[config.mk]
export PLATFORM = sky130hd
export DESIGN_NAME = indentation_layout_token_inserter_flat
export DESIGN_NICKNAME = d
export VERILOG_FILES = /design/src/rtl/ilti_pkg.sv /design/src/rtl/ilti_if.sv /design/src/rtl/ilti_datapath.sv /design/src/rtl/ilti_ctrl.sv /design/src/rtl/indentation_layout_token_inserter.sv /design/src/flat_wrapper.sv
export VERILOG_INCLUDE_DIRS = /design/src /design/src/rtl
export SDC_FILE = /design/constraint.sdc
export NUM_CORES = 1
export LEC_CHECK = 0
export ABC_CLOCK_PERIOD_IN_PS = 6100
export BUFFER_PORTS_ARGS = -buffer_cell sky130_fd_sc_hd__buf_4
export CAP_MARGIN = 20
export CORE_ASPECT_RATIO = 0.75
export CORE_MARGIN = 2
export CORE_UTILIZATION = 60
export CTS_CLUSTER_DIAMETER = 50
export DETAILED_ROUTE_END_ITERATION = 7
export GPL_ROUTABILITY_DRIVEN = 1
export GPL_TIMING_DRIVEN = 0
export PLACE_DENSITY = 0.77
export SLEW_MARGIN = 30
export SYNTH_ARGS = -nofsm -noshare
export SYNTH_HDL_FRONTEND = slang
export SYNTH_SLANG_ARGS = --single-unit
[constraint.sdc]
create_clock -name clk -period 6.1 [get_ports clk]
set_input_delay 0.305 -clock clk [delete_from_list [all_inputs] [get_ports clk]]
set_output_delay 0.305 -clock clk [all_outputs]
set_load 0.01 [all_outputs]
[src/rtl/indentation_layout_token_inserter_defines.svh]
// ----------------------------------------------------------------------------
// Indentation layout token inserter - assertion macros
// Shared concurrent assertion forms, clocked on clk, disabled in reset.
// ----------------------------------------------------------------------------
`ifndef INDENTATION_LAYOUT_TOKEN_INSERTER_DEFINES_SVH
`define INDENTATION_LAYOUT_TOKEN_INSERTER_DEFINES_SVH

// same-cycle implication
`define ILTI_ASSERT_NOW(label, ante, cons, msg) \
  label: assert property (@(posedge clk) disable iff (rst) (ante) |-> (cons)) \
    else $error(msg);

// next-cycle implication
`define ILTI_ASSERT_NEXT(label, ante, cons, msg) \
  label: assert property (@(posedge clk) disable iff (rst) (ante) |=> (cons)) \
    else $error(msg);

`endif

[src/rtl/ilti_pkg.sv]
// ----------------------------------------------------------------------------
// ilti_pkg
// Types and constants shared by the layout token inserter modules.
// ----------------------------------------------------------------------------
package ilti_pkg;

  localparam int CODE_W = 8;
  localparam int COL_W  = 12;

  typedef enum logic [2:0] {
    KIND_TOKEN = 3'd0,
    KIND_SEMI  = 3'd1,
    KIND_OPEN  = 3'd2,
    KIND_CLOSE = 3'd3,
    KIND_EOF   = 3'd4
  } kind_t;

  // controller -> datapath
  typedef struct packed {
    logic  load_in;
    logic  emit;
    kind_t kind;
    logic  last;
    logic  set_base;
    logic  push;
    logic  pop;
    logic  set_ovf;
  } cmd_t;

  // datapath -> controller
  typedef struct packed {
    logic eoi;
    logic nl;
    logic col_eq;
    logic col_gt;
    logic col_lt;
    logic above_base;
    logic full;
    logic out_free;
  } status_t;

endpackage

[src/rtl/ilti_if.sv]
// ----------------------------------------------------------------------------
// ilti token and result channels
// Valid/ready channels; a transfer occurs when valid and ready are high.
// ----------------------------------------------------------------------------
interface ilti_token_if;
  logic                       valid;
  logic                       ready;
  logic [ilti_pkg::CODE_W-1:0] token_code;
  logic [ilti_pkg::COL_W-1:0]  column;
  logic                       new_line;
  logic                       end_of_input;

  modport source (output valid, token_code, column, new_line, end_of_input,
                  input ready);
  modport sink   (input valid, token_code, column, new_line, end_of_input,
                  output ready);
endinterface

interface ilti_result_if;
  logic                        valid;
  logic                        ready;
  ilti_pkg::kind_t             kind;
  logic [ilti_pkg::CODE_W-1:0] token_code_out;
  logic                        last;
  logic                        overflow;

  modport source (output valid, kind, token_code_out, last, overflow,
                  input ready);
  modport sink   (input valid, kind, token_code_out, last, overflow,
                  output ready);
endinterface

[src/rtl/ilti_datapath.sv]
// ----------------------------------------------------------------------------
// ilti_datapath
// Input holding register, indentation column stack, output register.
// ----------------------------------------------------------------------------
module ilti_datapath #(
  parameter int STACK_DEPTH = 16
) (
  input  logic                        clk,
  input  logic                        rst,
  input  ilti_pkg::cmd_t              cmd,
  output ilti_pkg::status_t           status,
  input  logic [ilti_pkg::CODE_W-1:0] in_code,
  input  logic [ilti_pkg::COL_W-1:0]  in_col,
  input  logic                        in_nl,
  input  logic                        in_eoi,
  output logic                        out_valid,
  input  logic                        out_ready,
  output ilti_pkg::kind_t             out_kind,
  output logic [ilti_pkg::CODE_W-1:0] out_code,
  output logic                        out_last,
  output logic                        out_ovf
);
  import ilti_pkg::*;
  `include "indentation_layout_token_inserter_defines.svh"

  localparam int AW = $clog2(STACK_DEPTH);
  localparam int CW = $clog2(STACK_DEPTH + 1);

  logic [CODE_W-1:0] code;
  logic [COL_W-1:0]  col;
  logic              nl;
  logic              eoi;
  logic              ovf;

  logic [COL_W-1:0]  stack_mem [STACK_DEPTH];
  logic [CW-1:0]     count;
  logic [CW-1:0]     count_next;
  logic [CW-1:0]     rd_ptr;
  logic [COL_W-1:0]  top_col;
  logic [COL_W-1:0]  below_col;

  always_ff @(posedge clk) begin
    if (cmd.load_in) begin
      code <= in_code;
      col  <= in_col;
      nl   <= in_nl;
      eoi  <= in_eoi;
    end
  end

  always_ff @(posedge clk) begin
    if (rst) begin
      ovf <= 1'b0;
    end else if (cmd.load_in) begin
      ovf <= 1'b0;
    end else if (cmd.set_ovf) begin
      ovf <= 1'b1;
    end
  end

  always_comb begin
    count_next = count;
    if (cmd.set_base) begin
      count_next = CW'(1);
    end else if (cmd.push) begin
      count_next = count + CW'(1);
    end else if (cmd.pop) begin
      count_next = count - CW'(1);
    end
  end

  // entry just below the new top, read every cycle
  assign rd_ptr = count_next - CW'(2);

  always_ff @(posedge clk) begin
    if (rst) begin
      count <= '0;
    end else begin
      count <= count_next;
    end
  end

  always_ff @(posedge clk) begin
    if (cmd.set_base) begin
      stack_mem[0] <= col;
    end else if (cmd.push) begin
      stack_mem[count[AW-1:0]] <= col;
    end
    below_col <= stack_mem[rd_ptr[AW-1:0]];
  end

  always_ff @(posedge clk) begin
    if (cmd.set_base || cmd.push) begin
      top_col <= col;
    end else if (cmd.pop) begin
      top_col <= below_col;
    end
  end

  always_ff @(posedge clk) begin
    if (rst) begin
      out_valid <= 1'b0;
    end else if (cmd.emit) begin
      out_valid <= 1'b1;
    end else if (out_ready) begin
      out_valid <= 1'b0;
    end
  end

  always_ff @(posedge clk) begin
    if (cmd.emit) begin
      out_kind <= cmd.kind;
      out_code <= (cmd.kind == KIND_TOKEN) ? code : '0;
      out_last <= cmd.last;
      out_ovf  <= ovf | cmd.set_ovf;
    end
  end

  always_comb begin
    status.eoi        = eoi;
    status.nl         = nl;
    status.col_eq     = (col == top_col);
    status.col_gt     = (col > top_col);
    status.col_lt     = (col < top_col);
    status.above_base = (count > CW'(1));
    status.full       = (count == CW'(STACK_DEPTH));
    status.out_free   = !out_valid || out_ready;
  end

  `ILTI_ASSERT_NOW(a_count_bound, 1'b1, count <= CW'(STACK_DEPTH), "stack count past depth")
  `ILTI_ASSERT_NOW(a_pop_base, cmd.pop, count > CW'(1), "pop of base column")
  `ILTI_ASSERT_NOW(a_push_room, cmd.push, (count != '0) && (count < CW'(STACK_DEPTH)), "bad push")
  `ILTI_ASSERT_NOW(a_emit_free, cmd.emit, !out_valid || out_ready, "result overwritten")
  `ILTI_ASSERT_NEXT(a_pop_count, cmd.pop, count == $past(count) - CW'(1), "pop lost")

endmodule

[src/rtl/ilti_ctrl.sv]
// ----------------------------------------------------------------------------
// ilti_ctrl
// Sequencer: layout phase, per-token emission steps, input handshake.
// ----------------------------------------------------------------------------
module ilti_ctrl (
  input  logic              clk,
  input  logic              rst,
  input  logic              in_valid,
  output logic              in_ready,
  input  ilti_pkg::status_t status,
  output ilti_pkg::cmd_t    cmd
);
  import ilti_pkg::*;

  typedef enum logic [2:0] {
    S_IDLE,
    S_EVAL,
    S_DEDENT,
    S_CLOSE,
    S_TOKEN
  } state_t;

  typedef enum logic [1:0] {
    P_WAIT,
    P_RUN,
    P_DONE
  } phase_t;

  state_t state;
  state_t state_next;
  phase_t phase;
  phase_t phase_next;

  always_comb begin
    cmd        = '0;
    cmd.kind   = KIND_TOKEN;
    state_next = state;
    phase_next = phase;
    cmd.load_in = in_valid && in_ready;
    case (state)
      S_IDLE: begin
        if (cmd.load_in) begin
          state_next = S_EVAL;
        end
      end
      S_EVAL: begin
        if (status.out_free) begin
          cmd.emit = 1'b1;
          if (phase == P_DONE) begin
            cmd.kind   = KIND_EOF;
            cmd.last   = 1'b1;
            state_next = S_IDLE;
          end else if (status.eoi && phase == P_WAIT) begin
            cmd.kind   = KIND_EOF;
            cmd.last   = 1'b1;
            phase_next = P_DONE;
            state_next = S_IDLE;
          end else if (status.eoi) begin
            cmd.kind   = KIND_SEMI;
            state_next = S_CLOSE;
          end else if (phase == P_WAIT) begin
            cmd.kind     = KIND_TOKEN;
            cmd.last     = 1'b1;
            cmd.set_base = 1'b1;
            phase_next   = P_RUN;
            state_next   = S_IDLE;
          end else if (!status.nl) begin
            cmd.kind   = KIND_TOKEN;
            cmd.last   = 1'b1;
            state_next = S_IDLE;
          end else if (status.col_eq) begin
            cmd.kind   = KIND_SEMI;
            state_next = S_TOKEN;
          end else if (status.col_gt) begin
            cmd.kind    = KIND_OPEN;
            cmd.push    = !status.full;
            cmd.set_ovf = status.full;
            state_next  = S_TOKEN;
          end else begin
            cmd.kind   = KIND_SEMI;
            state_next = S_DEDENT;
          end
        end
      end
      S_DEDENT: begin
        if (status.out_free) begin
          cmd.emit = 1'b1;
          if (status.above_base && status.col_lt) begin
            cmd.kind = KIND_CLOSE;
            cmd.pop  = 1'b1;
          end else begin
            cmd.kind   = KIND_TOKEN;
            cmd.last   = 1'b1;
            state_next = S_IDLE;
          end
        end
      end
      S_CLOSE: begin
        if (status.out_free) begin
          cmd.emit = 1'b1;
          if (status.above_base) begin
            cmd.kind = KIND_CLOSE;
            cmd.pop  = 1'b1;
          end else begin
            cmd.kind   = KIND_EOF;
            cmd.last   = 1'b1;
            phase_next = P_DONE;
            state_next = S_IDLE;
          end
        end
      end
      S_TOKEN: begin
        if (status.out_free) begin
          cmd.emit   = 1'b1;
          cmd.kind   = KIND_TOKEN;
          cmd.last   = 1'b1;
          state_next = S_IDLE;
        end
      end
      default: begin
        state_next = S_IDLE;
      end
    endcase
  end

  always_ff @(posedge clk) begin
    if (rst) begin
      state    <= S_IDLE;
      phase    <= P_WAIT;
      in_ready <= 1'b1;
    end else begin
      state    <= state_next;
      phase    <= phase_next;
      in_ready <= (state_next == S_IDLE);
    end
  end

endmodule

[src/rtl/indentation_layout_token_inserter.sv]
// ----------------------------------------------------------------------------
// indentation_layout_token_inserter
// Offside-rule layout: turns token indentation into semicolon and brace tokens.
// ----------------------------------------------------------------------------
//  channel   dir  payload
//  tokens    in   token_code, column, new_line, end_of_input
//  results   out  kind, token_code_out, last, overflow
//
//  One token per transfer: accept, then evaluate; no overlap between tokens.
//  Each result is one step of the sequencer; a dedent or end of input adds
//  one step, and one close brace, per column popped from the column stack.
//  Result register stalls the sequencer only while a result waits untaken.
//  Synchronous reset clears phase, stack count and result valid; sets input ready.
// ----------------------------------------------------------------------------
module indentation_layout_token_inserter #(
  parameter int STACK_DEPTH = 16
) (
  input logic          clk,
  input logic          rst,
  ilti_token_if.sink   tokens,
  ilti_result_if.source results
);
  import ilti_pkg::*;

  cmd_t    cmd;
  status_t status;

  ilti_ctrl u_ctrl (
    .clk      (clk),
    .rst      (rst),
    .in_valid (tokens.valid),
    .in_ready (tokens.ready),
    .status   (status),
    .cmd      (cmd)
  );

  ilti_datapath #(
    .STACK_DEPTH (STACK_DEPTH)
  ) u_datapath (
    .clk       (clk),
    .rst       (rst),
    .cmd       (cmd),
    .status    (status),
    .in_code   (tokens.token_code),
    .in_col    (tokens.column),
    .in_nl     (tokens.new_line),
    .in_eoi    (tokens.end_of_input),
    .out_valid (results.valid),
    .out_ready (results.ready),
    .out_kind  (results.kind),
    .out_code  (results.token_code_out),
    .out_last  (results.last),
    .out_ovf   (results.overflow)
  );

endmodule

[src/flat_wrapper.sv]
// flat-port wrapper written by rule: the top's interface ports become plain ports
module indentation_layout_token_inserter_flat import ilti_pkg::*;
#(
  parameter int STACK_DEPTH = 16
)
  (clk, rst, tokens_valid, tokens_token_code, tokens_column, tokens_new_line, tokens_end_of_input, tokens_ready, results_valid, results_kind, results_token_code_out, results_last, results_overflow, results_ready);
  ilti_token_if tokens_i ();
  ilti_result_if results_i ();
  input logic clk;
  input logic rst;
  input wire logic [$bits(tokens_i.valid)-1:0] tokens_valid;
  input wire logic [$bits(tokens_i.token_code)-1:0] tokens_token_code;
  input wire logic [$bits(tokens_i.column)-1:0] tokens_column;
  input wire logic [$bits(tokens_i.new_line)-1:0] tokens_new_line;
  input wire logic [$bits(tokens_i.end_of_input)-1:0] tokens_end_of_input;
  output wire logic [$bits(tokens_i.ready)-1:0] tokens_ready;
  output wire logic [$bits(results_i.valid)-1:0] results_valid;
  output wire logic [$bits(results_i.kind)-1:0] results_kind;
  output wire logic [$bits(results_i.token_code_out)-1:0] results_token_code_out;
  output wire logic [$bits(results_i.last)-1:0] results_last;
  output wire logic [$bits(results_i.overflow)-1:0] results_overflow;
  input wire logic [$bits(results_i.ready)-1:0] results_ready;
  assign tokens_i.valid = tokens_valid;
  assign tokens_i.token_code = tokens_token_code;
  assign tokens_i.column = tokens_column;
  assign tokens_i.new_line = tokens_new_line;
  assign tokens_i.end_of_input = tokens_end_of_input;
  assign tokens_ready = tokens_i.ready;
  assign results_valid = results_i.valid;
  assign results_kind = results_i.kind;
  assign results_token_code_out = results_i.token_code_out;
  assign results_last = results_i.last;
  assign results_overflow = results_i.overflow;
  assign results_i.ready = results_ready;
  indentation_layout_token_inserter #(.STACK_DEPTH(STACK_DEPTH)) u_core (.clk(clk), .rst(rst), .tokens(tokens_i), .results(results_i));
endmodule
# --- Word level (Yosys, flattened, before mapping) ---
# Memory sizes are Yosys's and may differ from the RTL's. A register that Yosys moved wholly into a read port is not among the register bits.
# Cells that the tools add are included.
# Widths: inputs -> output; s select.
classes:
  add_sub_neg: 3
  order_cmp: 3
  eq_ne: 13
  mux: 78
  bitwise_logic: 1
  n_reduce_logical: 17
ops:
  columns: ["cell", "count"]
  rows:
  - ["$mux 3", 17]
  - ["$mux 12", 3]
  - ["$mux 2", 15]
  - ["$mux 5", 6]
  - ["$mux 1", 29]
  - ["$pmux 5 s4", 1]
  - ["$pmux 3 s5", 1]
  - ["$eq 12x12->1", 1]
  - ["$gt 12x12->1", 1]
  - ["$lt 12x12->1", 1]
  - ["$mux 4", 3]
  - ["$reduce_or 12->1", 1]
  - ["$logic_not 3->1", 3]
  - ["$mux 7", 1]
  - ["$reduce_and 7->1", 1]
  - ["$eq 3x2->1 const B", 2]
  - ["$ne 3x3->1 const B", 2]
  - ["$reduce_bool 2->1", 3]
  - ["$add 5x1->5 const B", 1]
  - ["$eq 5x5->1 const B", 1]
  - ["$gt 5x1->1 const B", 1]
  - ["$sub 5x1->5 const B", 1]
  - ["$ne 2x1->1 const B", 2]
  - ["$ne 2x2->1 const B", 2]
  - ["12 further kinds", 16]
word_totals:
  reg_bits: 60
  mem_bits_rw: 192
  memories: 1
memory_table:
  columns: ["memory", "depth", "word_bits", "read_ports", "rd_clocked_by_memory_dff", "wr", "line", "source"]
  rows:
  - ["u_core.u_datapath.stack_mem", 16, 12, 1, 1, 1, "ilti_datapath.sv:35", "logic [COL_W-1:0] stack_mem [STACK_DEPTH];"]

# --- Depth between registers and ports, before layout ---
logic_depth:
  depth_word: 16
  mapped_depth: 22
  depth_no_buf: 18

# --- Cells and area by module ---
# From an unflattened synthesis, not the netlist that was laid out.
hier_totals:
  hier_cells: 660
  hier_area_um2: 10685.2
by_module_without_submodules:
  columns: ["mod", "n_inst", "cells_per_inst", "area_per_inst_um2"]
  rows:
  - ["ilti_datapath", 1, 597, 10188.5]
  - ["ilti_ctrl", 1, 63, 496.7]

# --- Worst setup path after synthesis ---
# Ideal clock, no wire load.
synth_timing:
  path_type: "register to register"
  from: "reg u_core.u_datapath.col[10]"
  to: "reg u_core.u_datapath.below_col[10], read port of u_core.u_datapath.stack_mem"
  setup_time_ps: 134
  t_arrival_ps: 4578
  slack_ps: 1388
  path_stages_with_launch: 20
  path_buffers: 4
  synth_period_minus_slack_ps: 4712
  cell_sequence: "edfxtp_1 > ha_1 > nand4_2 > or3_4 > nand3b_1 > a31oi_1 > buf_6 > or3_4 > o211ai_4 > buf_4 > buf_2 > inv_1 > ha_1 > nor3_1 > or4b_1 > and4_1 > nand3_1 > buf_2 > a221oi_1 > or4_1"
synth_between:
  elab_chain_len: 13
  word_cells_on_any_way: 20
synth_rtl:
  columns: ["item", "line", "source"]
  rows:
  - ["start: declaration", "ilti_datapath.sv:30", "logic [COL_W-1:0] col;"]
  - ["start signal: assignment", "ilti_datapath.sv:45", "col <= in_col;"]
  - ["$gt 12x12->1", "ilti_datapath.sv:123", "status.col_gt = (col > top_col);"]
  - ["$mux 1", "ilti_ctrl.sv:74", "end else if (status.col_gt) begin"]
  - ["$mux 1", "ilti_ctrl.sv:71", "end else if (status.col_eq) begin"]
  - ["$mux 1", "ilti_ctrl.sv:67", "end else if (!status.nl) begin"]
  - ["$mux 1", "ilti_ctrl.sv:61", "end else if (phase == P_WAIT) begin"]
  - ["$mux 3", "ilti_ctrl.sv:58", "end else if (status.eoi) begin"]
  - ["$mux 2", "ilti_ctrl.sv:53", "end else if (status.eoi && phase == P_WAIT) begin"]
  - ["$mux 2", "ilti_ctrl.sv:49", "if (phase == P_DONE) begin"]
  - ["$mux 7", "ilti_ctrl.sv:47", "if (status.out_free) begin"]
  - ["$mux 2", "ilti_ctrl.sv:40", "case (state)"]
  - ["$mux 5 *", "ilti_datapath.sv:65", "end else if (cmd.push) begin"]
  - ["$mux 5 *", "ilti_datapath.sv:63", "if (cmd.set_base) begin"]
  - ["$sub 4x2->4 *", "ilti_datapath.sv:73", "assign rd_ptr = count_next - CW'(2);"]
  - ["end: declaration", "ilti_datapath.sv:40", "logic [COL_W-1:0] below_col;"]
# Mark *: on every way between the ends. The rest lies on a longest branch, timed or not.
# A chain may end at the register's enable or synchronous reset.

# --- Worst setup path in the final report ---
layout_timing:
  from: "reg u_core.u_datapath.col[2]"
  to: "reg u_core.u_datapath.below_col[4], read port of u_core.u_datapath.stack_mem"
# Same word-level chain as after synthesis.

==> results_dict.tcl <==
set metrics [dict create \
    synthFlopType "edfxtp_1" \
    fin_worst_skew_ns 0.02815 \
    cts_buffer_depth 3 \
    switching_power_uw 949.8 \
    startpoint_type "flop" \
    netlist_area_sq_um 11800 \
    fill_cells 1199 \
    yosysWarnings 0 \
    synth_cell_types 60 \
    path_max_fanout 18 \
    via_per_inst 6.430 \
    final_hold_viol_count 0 \
    p_leak_nw 5.314 \
    multi_input_area_sq_um 3866 \
    postLayoutCellArea_sq_um 13730 \
    p_seq_share_pct 51.3 \
    p_per_area_nw_per_um2 292.6 \
    num_vias 7819 \
    numCtsBuffers 26 \
    critPathCaptureType "flop" \
    setup_viol 0 \
    register_area_sq_um 7677 \
    portBuffers 40 \
    irDropWorstVdd_v 0.0002426 \
    cts_tree "done" \
    drt_iter0_markers 991 \
    wl_per_cell_um 24.22 \
    synth_edf_count 239 \
    grt_pass1_wl_um 44660 \
    clk_latency_ns 0.55 \
    dp_slack_ns 0.1794 \
    grt_max_degree 25 \
    synth_nets 873 \
    clockPowerShare_pct 38.9 \
    ant_nets 0 \
    route.detailed.drc 0 \
    clkSlewWorstSetupHoldPaths_ns 0.07 \
    grt_use_total_pct 28.05 \
    io_pins 41 \
    gp_congestion 0.9708 \
    syn2layout_area_growth_pct 16.40 \
    cell_internal_pwr_mw 3.069 \
    min_period_ns 5.968 \
    syn_area_per_cell_sq_um 14.22 \
    relSlewSlack_pct 34.82 \
    outcome "complete, no violations" \
    final-max-slew-violation-count 0 \
    grt-ovfl-total 0 \
    postSynthCellCount 830 \
    antenna_found_initial 2 \
    placedInstanceArea_sq_um 12480 \
    comb_power_share_pct 9.8 \
    drive_gt1_share_pct 23.16 \
    wl_um 29460 \
    arrival_ns 6.36 \
    nets 986 \
    fmax_mhz 167.6 \
    grt_pass1_vias 7664 \
    die-area_sq_um 20810 \
    cp.required_ns 6.50 \
    initial_core_util_pct 61.06 \
    reg2reg_slack_ns 0.13 \
    rows 44 \
    tightest_slew_ns 0.9776 \
    clock_sinks 264 \
    fin_setup_tns_ns 0 \
    fin_ws_ns 0.1320 \
    coreArea_sq_um 19320 \
    cts_htree_levels 1 \
    insertedDiodeCount 0 \
    hold_class "input pin to flop" \
    worstSetupPathType "flop to flop" \
    hpwlAfterDp_um 19280 \
    ys_ff_latch 264 \
    cts_root_buf "clkbuf_16" \
    switching_share_pct 23.63 \
    die_height_um 125.4 \
    async_reset_ff_share_pct 0 \
    ys_seq_area_share_pct 65.07 \
    die_x_um 165.9 \
    min_period_over_period_pct 97.84 \
    drt_pass1_iterations 6 \
    drv_cap 0 \
]
## logic make-up after synthesis
logic type	count (synthesis)	share of synthesized area, %
muxes	157	13.96
xor gates and xnor gates	3	0.2227
DFF	264	65.07
buffers and inverters	69	2.746
AOI/OAI and AO/OA	144	8.431
adders and majority gates	17	1.803
and+or+nand+nor	176	7.773
## flip-flops by register name (all words and copies together), names as in the netlist, 2 cells and up
| name | flops |
|---|---|
| u_core.u_ctrl.phase | 2 |
| u_core.u_ctrl.state | 3 |
| u_core.u_datapath.below_col | 12 |
| u_core.u_datapath.code | 8 |
| u_core.u_datapath.col | 12 |
| u_core.u_datapath.count | 5 |
| u_core.u_datapath.out_code | 8 |
| u_core.u_datapath.out_kind | 3 |
| u_core.u_datapath.stack_mem | 192 |
| u_core.u_datapath.top_col | 12 |
## critical path, stage by stage (launching register included)
cell and delay [ns]:
edfxtp_1 0.79, ha_1 0.51, nand4_1 0.12, or3_4 0.36, nand3b_1 0.09, a31oi_1 0.07, buf_6 0.18, or3_4 0.34
o211ai_4 0.31, buf_4 0.24, buf_2 0.27, inv_1 0.09, ha_1 0.30, nor3_1 0.21, or4b_1 0.48, and4_1 0.19
nand3_1 0.17, buf_2 0.27, a221oi_1 0.17, or4_1 0.63
## placed cells by master, fill, tap and decap left out, types with 10 or more instances in the layout
cell type,instances
buf_4,68
mux2_2,60
nor3_1,11
mux2i_1,97
nand3_1,10
buf_2,16
a221oi_1,48
clkbuf_16,26
clkbuf_1,25
nor2_1,15
a21oi_1,64
edfxtp_1,239
or4_1,14
ha_1,17
inv_1,19
nand2_1,62
dfxtp_1,25
dlygate4sd3_1,23
nor2_2,13
## power by group through the flow
stage          Sequential (mW)  Clock, mW  Combinational, mW
2_1_floorplan             2.10          0              0.221
3_3_place_gp              2.13          0              0.314
3_5_place_dp              2.13          0              0.326
4_1_cts                   2.09       1.56              0.341
5_1_grt                   2.07       1.65              0.421
6_report                  2.06       1.56              0.394
## timing repair
item                                    4_1_cts  5_1_grt
hold buffers                                 23        0
endpoints found under the setup margin        0       10
gates resized for setup                       0        4
endpoints found under the hold margin        24        0
buffers inserted                              0       19
## synth_stat cells (3+ instances only)
library cell | instances | area share (%)
or3_1 | 4 | 0.21
nor2_1 | 28 | 0.89
nand2b_1 | 5 | 0.27
nor2b_1 | 4 | 0.21
buf_4 | 6 | 0.38
buf_6 | 3 | 0.29
or4_1 | 14 | 0.89
inv_1 | 19 | 0.60
mux2i_1 | 97 | 8.2
dfxtp_1 | 25 | 4.2
or2_2 | 3 | 0.16
a221oi_1 | 48 | 3.6
nand2_1 | 62 | 2.0
ha_1 | 17 | 1.8
nand4_1 | 3 | 0.16
nor3_1 | 14 | 0.59
nand3_1 | 10 | 0.42
a21oi_1 | 64 | 2.7
and2_1 | 9 | 0.48
edfxtp_1 | 239 | 61
mux2_2 | 60 | 5.7
buf_2 | 16 | 0.68
clkbuf_1 | 23 | 0.73
o21ai_0 | 7 | 0.30
and3_1 | 3 | 0.16
nand3b_1 | 4 | 0.25
## metal layers
layer / GRT usage [%] / wire, um
met1: 39.74 / 11890
met2: 44.72 / 13570
met3: 6.869 / 3363
met4: 6.189 / 623
met5: 0 / 13
## metrics by stage
| step | hold slack [ns] | power (mW) | instances | util (%) |
|---|---|---|---|---|
| final | 0.1369 | 4.019 | 1216 | 71.08 |
| after global routing | 0.1900 | 4.134 | 1216 | 71.08 |
| after CTS | 0.1291 | 3.995 | 1197 | 70.12 |
| after detailed placement | 0.4844 | 2.457 | 1126 | 64.59 |
| after global placement | 0.4835 | 2.441 | 1123 | 64.25 |
| after floorplan | 0.3950 | 2.324 | 830 | - |
## path summary, 6_finish.rpt
| check | depth (start not counted) | end | from |
|---|---|---|---|
| setup / recovery | 19 | u_core.u_datapath.below_col[4] | u_core.u_datapath.col[2] |
| hold / removal | 3 | u_core.u_datapath.out_valid | results_ready |
| setup reg to reg | 19 | u_core.u_datapath.below_col[4] | u_core.u_datapath.col[2] |
| hold reg to reg | 1 | u_core.u_datapath.out_code[0] | u_core.u_datapath.code[0] |
## cell type report
type,count,area share [%]
inverter,20,0.5739
clock buffer,33,5.147
clock inverter,15,0.9565
tap,253,2.305
multi-input combinational,497,28.15
sequential,264,55.90
buffer,48,1.795
timing repair buffer,86,5.174
Power figures use the tool's default switching activity.
